`src/ucr_pkg.sv`:
```
`timescale 1ns / 1ps
// ----------------------------------------------------------------------------
// ucr_pkg
// Shared sizes, item types and control types of the cosine top-k recommender.
// ----------------------------------------------------------------------------
package ucr_pkg;

    localparam int USER_COUNT  = 64;
    localparam int MOVIE_COUNT = 256;
    localparam int TOP_COUNT   = 5;

    localparam int MAX_RATING = 10;
    localparam int RATING_W   = 4;
    localparam int IN_USER_W  = 6;
    localparam int IN_MOVIE_W = 8;
    localparam int SCORE_W    = 20;
    localparam int SIM_W      = 16;
    localparam int SIM_BITS   = SIM_W + 1;

    localparam int USER_W  = $clog2(USER_COUNT);
    localparam int MOVIE_W = (MOVIE_COUNT > 1) ? $clog2(MOVIE_COUNT) : 1;
    localparam int DEPTH   = USER_COUNT * MOVIE_COUNT;
    localparam int ADDR_W  = $clog2(DEPTH);
    localparam int NORM_W  = $clog2(MOVIE_COUNT * MAX_RATING * MAX_RATING + 1);
    localparam int DOT_W   = NORM_W;
    localparam int P_W     = 2 * NORM_W;
    localparam int D2_W    = 2 * DOT_W;
    localparam int SP_W    = P_W + SIM_BITS;
    localparam int SQP_W   = P_W + 2 * SIM_BITS + 2;
    localparam int BIT_W   = $clog2(SIM_BITS);
    localparam int CNT_W   = $clog2(TOP_COUNT + 1);
    localparam int IDX_W   = (TOP_COUNT > 1) ? $clog2(TOP_COUNT) : 1;

    localparam logic KIND_LOAD  = 1'b0;
    localparam logic KIND_QUERY = 1'b1;

    typedef struct packed {
        logic                  kind;
        logic [IN_USER_W-1:0]  user_index;
        logic [IN_MOVIE_W-1:0] movie_index;
        logic [RATING_W-1:0]   rating_half;
    } in_item_t;

    typedef struct packed {
        logic [IN_MOVIE_W-1:0] movie_index_out;
        logic [SCORE_W-1:0]    score;
        logic                  last;
        logic                  none_found;
    } out_item_t;

    typedef enum logic [3:0] {
        ST_CLEAR,
        ST_IDLE,
        ST_LD_READ,
        ST_LD_WRITE,
        ST_Q_START,
        ST_U_CHECK,
        ST_DOT,
        ST_DOT_WAIT,
        ST_SIM_INIT,
        ST_SIM_A,
        ST_SIM_B,
        ST_SIM_DONE,
        ST_SCAN,
        ST_DRAIN,
        ST_NEXT_U,
        ST_OUT
    } state_t;

    typedef struct packed {
        logic               item_load;
        logic               clear;
        logic [ADDR_W-1:0]  clear_addr;
        logic               ld_wr;
        logic               norm_rd;
        logic               dot_clr;
        logic               sweep_dot;
        logic               sweep_scan;
        logic               sim_init;
        logic               sim_step_a;
        logic               sim_step_b;
        logic [BIT_W-1:0]   sim_bit;
        logic               top_clr;
        logic               out_load;
        logic [IDX_W-1:0]   out_idx;
        logic [USER_W-1:0]  user;
        logic [MOVIE_W-1:0] movie;
    } ctrl_cmd_t;

    typedef struct packed {
        logic in_kind;
        logic ld_ok;
        logic target_ok;
        logic is_target;
        logic norm_zero;
        logic sim_zero;
        logic out_free;
        logic last_idx;
    } dp_status_t;

    function automatic logic [ADDR_W-1:0] store_addr(logic [USER_W-1:0] u,
                                                     logic [MOVIE_W-1:0] m);
        return ADDR_W'(u) * ADDR_W'(MOVIE_COUNT) + ADDR_W'(m);
    endfunction

endpackage

```
`src/ucr_ctrl.sv`:
```
`timescale 1ns / 1ps
// ----------------------------------------------------------------------------
// ucr_ctrl
// Sequencer: clearing pass, rating loads, and the per-user query walk.
// ----------------------------------------------------------------------------
module ucr_ctrl (
    input  logic                   aclk,
    input  logic                   aresetn,
    input  logic                   s_valid,
    output logic                   s_ready,
    input  ucr_pkg::dp_status_t    st,
    output ucr_pkg::ctrl_cmd_t     cmd
);

    ucr_pkg::state_t                  state_reg, state_next;
    logic [ucr_pkg::ADDR_W-1:0]       clr_reg, clr_next;
    logic [ucr_pkg::USER_W-1:0]       user_reg, user_next;
    logic [ucr_pkg::MOVIE_W-1:0]      movie_reg, movie_next;
    logic [ucr_pkg::BIT_W-1:0]        bit_reg, bit_next;
    logic [ucr_pkg::IDX_W-1:0]        out_reg, out_next;
    logic                             drain_reg, drain_next;

    always_ff @(posedge aclk) begin
        if (!aresetn) begin
            state_reg <= ucr_pkg::ST_CLEAR;
            clr_reg   <= '0;
            user_reg  <= '0;
            movie_reg <= '0;
            bit_reg   <= '0;
            out_reg   <= '0;
            drain_reg <= 1'b0;
        end else begin
            state_reg <= state_next;
            clr_reg   <= clr_next;
            user_reg  <= user_next;
            movie_reg <= movie_next;
            bit_reg   <= bit_next;
            out_reg   <= out_next;
            drain_reg <= drain_next;
        end
    end

    always_comb begin
        state_next = state_reg;
        clr_next   = clr_reg;
        user_next  = user_reg;
        movie_next = movie_reg;
        bit_next   = bit_reg;
        out_next   = out_reg;
        drain_next = drain_reg;
        s_ready    = 1'b0;
        cmd            = '0;
        cmd.clear_addr = clr_reg;
        cmd.user       = user_reg;
        cmd.movie      = movie_reg;
        cmd.sim_bit    = bit_reg;
        cmd.out_idx    = out_reg;

        unique case (state_reg)
            ucr_pkg::ST_CLEAR: begin
                cmd.clear = 1'b1;
                clr_next  = clr_reg + 1'b1;
                if (clr_reg == ucr_pkg::ADDR_W'(ucr_pkg::DEPTH - 1)) begin
                    state_next = ucr_pkg::ST_IDLE;
                end
            end
            ucr_pkg::ST_IDLE: begin
                s_ready = 1'b1;
                if (s_valid) begin
                    cmd.item_load = 1'b1;
                    state_next = (st.in_kind == ucr_pkg::KIND_QUERY) ?
                                 ucr_pkg::ST_Q_START : ucr_pkg::ST_LD_READ;
                end
            end
            ucr_pkg::ST_LD_READ: begin
                cmd.norm_rd = 1'b1;
                state_next  = st.ld_ok ? ucr_pkg::ST_LD_WRITE : ucr_pkg::ST_IDLE;
            end
            ucr_pkg::ST_LD_WRITE: begin
                cmd.ld_wr  = 1'b1;
                state_next = ucr_pkg::ST_IDLE;
            end
            ucr_pkg::ST_Q_START: begin
                cmd.top_clr = 1'b1;
                user_next   = '0;
                out_next    = '0;
                state_next  = st.target_ok ? ucr_pkg::ST_U_CHECK : ucr_pkg::ST_OUT;
            end
            ucr_pkg::ST_U_CHECK: begin
                if (st.is_target) begin
                    state_next = ucr_pkg::ST_NEXT_U;
                end else begin
                    cmd.norm_rd = 1'b1;
                    cmd.dot_clr = 1'b1;
                    movie_next  = '0;
                    state_next  = ucr_pkg::ST_DOT;
                end
            end
            ucr_pkg::ST_DOT: begin
                cmd.sweep_dot = 1'b1;
                movie_next    = movie_reg + 1'b1;
                if (movie_reg == ucr_pkg::MOVIE_W'(ucr_pkg::MOVIE_COUNT - 1)) begin
                    movie_next = '0;
                    state_next = ucr_pkg::ST_DOT_WAIT;
                end
            end
            ucr_pkg::ST_DOT_WAIT: begin
                state_next = ucr_pkg::ST_SIM_INIT;
            end
            ucr_pkg::ST_SIM_INIT: begin
                cmd.sim_init = 1'b1;
                bit_next     = ucr_pkg::BIT_W'(ucr_pkg::SIM_BITS - 1);
                state_next   = st.norm_zero ? ucr_pkg::ST_NEXT_U : ucr_pkg::ST_SIM_A;
            end
            ucr_pkg::ST_SIM_A: begin
                cmd.sim_step_a = 1'b1;
                state_next     = ucr_pkg::ST_SIM_B;
            end
            ucr_pkg::ST_SIM_B: begin
                cmd.sim_step_b = 1'b1;
                if (bit_reg == '0) begin
                    state_next = ucr_pkg::ST_SIM_DONE;
                end else begin
                    bit_next   = bit_reg - 1'b1;
                    state_next = ucr_pkg::ST_SIM_A;
                end
            end
            ucr_pkg::ST_SIM_DONE: begin
                movie_next = '0;
                state_next = st.sim_zero ? ucr_pkg::ST_NEXT_U : ucr_pkg::ST_SCAN;
            end
            ucr_pkg::ST_SCAN: begin
                cmd.sweep_scan = 1'b1;
                movie_next     = movie_reg + 1'b1;
                if (movie_reg == ucr_pkg::MOVIE_W'(ucr_pkg::MOVIE_COUNT - 1)) begin
                    movie_next = '0;
                    drain_next = 1'b0;
                    state_next = ucr_pkg::ST_DRAIN;
                end
            end
            ucr_pkg::ST_DRAIN: begin
                // The drain state lets the last candidates reach the ranking registers.
                drain_next = 1'b1;
                if (drain_reg) begin
                    state_next = ucr_pkg::ST_NEXT_U;
                end
            end
            ucr_pkg::ST_NEXT_U: begin
                if (user_reg == ucr_pkg::USER_W'(ucr_pkg::USER_COUNT - 1)) begin
                    state_next = ucr_pkg::ST_OUT;
                end else begin
                    user_next  = user_reg + 1'b1;
                    state_next = ucr_pkg::ST_U_CHECK;
                end
            end
            ucr_pkg::ST_OUT: begin
                if (st.out_free) begin
                    cmd.out_load = 1'b1;
                    if (st.last_idx) begin
                        state_next = ucr_pkg::ST_IDLE;
                    end else begin
                        out_next = out_reg + 1'b1;
                    end
                end
            end
            default: begin
                state_next = ucr_pkg::ST_IDLE;
            end
        endcase
    end

endmodule

```
`config.mk`:
```
export PLATFORM = sky130hd
export DESIGN_NAME = ucr_ctrl
export DESIGN_NICKNAME = d
export VERILOG_FILES = /design/src/ucr_pkg.sv /design/src/ucr_ctrl.sv
export SDC_FILE = /design/constraint.sdc
export NUM_CORES = 1
export LEC_CHECK = 0
export BUFFER_PORTS_ARGS = -buffer_cell sky130_fd_sc_hd__clkbuf_2
export CORE_ASPECT_RATIO = 1.25
export CORE_MARGIN = 2
export CORE_UTILIZATION = 50
export CTS_CLUSTER_DIAMETER = 50
export DETAILED_ROUTE_END_ITERATION = 8
export GPL_TIMING_DRIVEN = 1
export PLACE_DENSITY = 0.8
export RECOVER_POWER = 50
export SLEW_MARGIN = 20
export SYNTH_ARGS = -nofsm -noshare
export SYNTH_HDL_FRONTEND = slang
export SYNTH_SLANG_ARGS = --single-unit
```
`constraint.sdc`:
```
create_clock -name aclk -period 4.7 [get_ports aclk]
set_clock_uncertainty 0.15 [all_clocks]
set_input_delay 0.235 -clock aclk [delete_from_list [all_inputs] [get_ports aclk]]
set_output_delay 0.235 -clock aclk [all_outputs]
set_load 0.03 [all_outputs]
```
==> run summary <==
Status = complete, but fails checks
Violated checks = max-capacitance violations, max-slew violations
CP max stage delay = 1.37 ns
CTS Buf Count = 5
Syn nets = 303
Footprint of the multi-input gates = 1343 µm²
Syn-to-layout area delta = 14.42%
Min Hold Slack = 0.1742 ns
Hold Path Class = input port to flop
Worst-Margin Slew = 1.610 ns
Cells after Synth = 287
Multiplexer area fraction after synthesis = 0.008705
Clk_lat worst skew = 0.29 ns
Cell Area, Synth = 2300 µm²
First-pass GRT wire length = 8763 µm
# rows = 27
Setup violators final = 0
Initial antenna violation count = 0
Die area = 5161 µm²
Compound-cell area share of the yosys netlist = 0.1649
CTS Hold Bufs = 0
Yosys cell types = 49
Filler cell count = 439
Pwr dens = 467.2 nW/µm²
Via Count = 2230
N_diodes = 0
Register Area = 820.8 µm²
GRT Total Usage = 0.2132
Slew margin rel. = -0.08342
Initial Util = 0.5196
Crit start category = flop
Via density = 5.631
Critical Path AT = 3.06 ns
PortBufs = 59
Global-route congestion overflow total = 0
Yosys warnings = 0
Fmax achieved = 331.9 MHz
Mapped Avg Cell Area = 8.013 µm²
Bufs on Longest Clock Path = 2
Post-synthesis xor/xnor area fraction = 0.09902
CTS tree = built
Chip Width = 64.66 µm
Crit. End Element = flop
Worst R2R Setup Slack = 1.69 ns
Clock-pin slew on the worst setup and hold paths = 0.08 ns
Placed instance area = 2580 µm²
Worst Path Required = 4.74 ns
Max cap viols = 1
Setup_tns = 0 ns
Hold Vio Cnt, Final = 0
Clock Root Buffer = clkbuf_8
Antenna Nets Post-Route = 0
Area of the core = 4425 µm²
RSZ-0062 raised after global routing = no
Post-CTS resize count = 0
DR WL/cell = 13.52 µm
Adder-cell share of the synthesized area = 0.02720
Die H = 79.83 µm
Primary FF master, synth = dfxtp_1
Final design instance area without fill = 2631 µm²
Slew Limit Fails = 10
Drt initial violations = 124
Largest family of logic cells by synthesized area = simple AND/OR/NAND/NOR gates
Worst path cell trace = nor4_1 -> and3_1 -> nand3_1 -> xnor2_1 -> and2_1
Detailed Place HPWL = 4051 µm
Routability congestion estimate = 0.8335
Critical-path maximum fanout = 22
H-tree lvl count = 2
I/O pins = 60
Postcts setup bufs = 0
Yosys reg bits = 41
Crit Path Class = flop to flop
Fin nets = 353
FFs w/ async S/R, synth = 0
Max reg flops = 14
Peak VDD IR = 0.0003510 V
Slowest library cell on the worst path = nor4_1
Period utilization = 0.6410
Detailed Route WL = 5355 µm
Vias in the first global route = 2039
# DRC = 0
Layout cells sized above 1 = 0.1065
Post-synth EDFFs = 0
Simple-gate area share of the yosys netlist = 0.2905
Sink Count = 41
Min Tclk post-route = 3.013 ns
Static Leak = 0.9370 nW
Largest net degree at the start of global routing = 23
Post-synthesis sequential area ratio = 0.3569
DR pass1 iterations = 4
report_power, final:
group | switching [mW] | internal, mW
clock | 0.122 | 0.159
combinational | 0.318 | 0.158
sequential | 0.0902 | 0.382
worst paths after layout:
check / from / endpoint / depth (start not counted)
setup / recovery: state_reg[1]$_SDFFE_PN0P_ / clr_reg[11]$_SDFFE_PN0P_ / 5
hold reg to reg: out_reg[1]$_SDFFE_PN0P_ / out_reg[1]$_SDFFE_PN0P_ / 2
setup reg to reg: state_reg[1]$_SDFFE_PN0P_ / clr_reg[11]$_SDFFE_PN0P_ / 5
hold / removal: aresetn / state_reg[0]$_SDFFE_PN0P_ / 2
cells in the final DEF (no fill, tap or decap), drive strengths merged, types with 2 or more instances in the layout:
cell / netlist / routed
a21oi: 20 / 20
dfxtp: 41 / 41
a41oi: 2 / 2
and4: 4 / 4
a211oi: 6 / 6
nand4: 10 / 10
clkbuf: 6 / 65
ha: 5 / 5
o32ai: 2 / 2
or3: 5 / 5
nor4b: 2 / 2
nor2: 50 / 50
nor3: 7 / 7
and2: 7 / 7
o31a: 2 / 2
o21ai: 12 / 12
mux2i: 2 / 2
and3: 2 / 2
nand3: 13 / 13
nand2: 21 / 21
xor2: 13 / 13
inv: 9 / 9
a2111oi: 2 / 2
xnor2: 13 / 13
nand2b: 5 / 5
kinds of logic (layout without fill, tap and decap cells):
group	after synthesis	count (layout)
adder cells (fa/ha/maj)	5	5
flip-flops	41	41
AND/OR/NAND/NOR	132	132
buffers and inverters	25	76
XOR/XNOR	26	26
multiplexers	2	2
AO/OA/AOI/OAI	56	56
cell usage after synthesis, types with 2 or more instances:
cell	n	share of area
xnor2_1	13	0.050
ha_1	5	0.027
buf_2	4	0.0087
a211oi_1	5	0.016
nor3_1	7	0.015
nor2_1	50	0.082
inv_1	9	0.015
buf_1	2	0.0033
o21ai_0	7	0.015
nand3_1	13	0.028
o21ai_1	4	0.0087
and2_1	7	0.019
dfxtp_1	41	0.36
and3_1	2	0.0054
o32ai_1	2	0.0076
and4_1	4	0.015
mux2i_1	2	0.0087
nand4_1	10	0.027
buf_6	2	0.0098
nand2b_1	5	0.014
or3_1	5	0.014
nand2_1	21	0.034
a21oi_1	20	0.044
a2111oi_2	2	0.013
o31a_1	2	0.0076
a41oi_1	2	0.0076
clkbuf_1	6	0.0098
buf_4	2	0.0065
xor2_1	13	0.050
per-layer routing:
| metal | global-route usage | vias to the layer above | share of wire | wire length [µm] |
|---|---|---|---|---|
| met5 | 0 | - | 0 | 0 |
| met4 | 0.06383 | 0 | 0.010 | 56 |
| met3 | 0.06065 | 6 | 0.062 | 334 |
| met2 | 0.3969 | 74 | 0.52 | 2802 |
| met1 | 0.2312 | 1040 | 0.40 | 2162 |
| li1 | - | 1110 | - | - |
stage by stage:
stage	util	total power [mW]	setup slack, ns	cells
after floorplan	-	0.8742	2.470	287
after global placement	0.5830	0.9544	2.306	388
after detailed placement	0.5830	0.9689	2.245	388
after CTS	0.6081	1.250	2.214	396
after global routing	0.5946	1.302	1.488	396
final	0.5946	1.229	1.687	396
final cells by class:
cell class	count	share of cell area
multi-input cells	221	0.5102
flip-flops and latches	41	0.3119
repair buffers	59	0.09510
clock buffers	6	0.02758
well taps	58	0.02758
clock inverters	2	0.01474
inverters	9	0.01284
critical path, delay by kind of cell, from the launching register on:
family	cells	cell delay (ns)
XOR/XNOR	1	0.13
flip-flops	1	0.55
AND/OR/NAND/NOR	4	2.08
(Power assumes the default switching activity.)
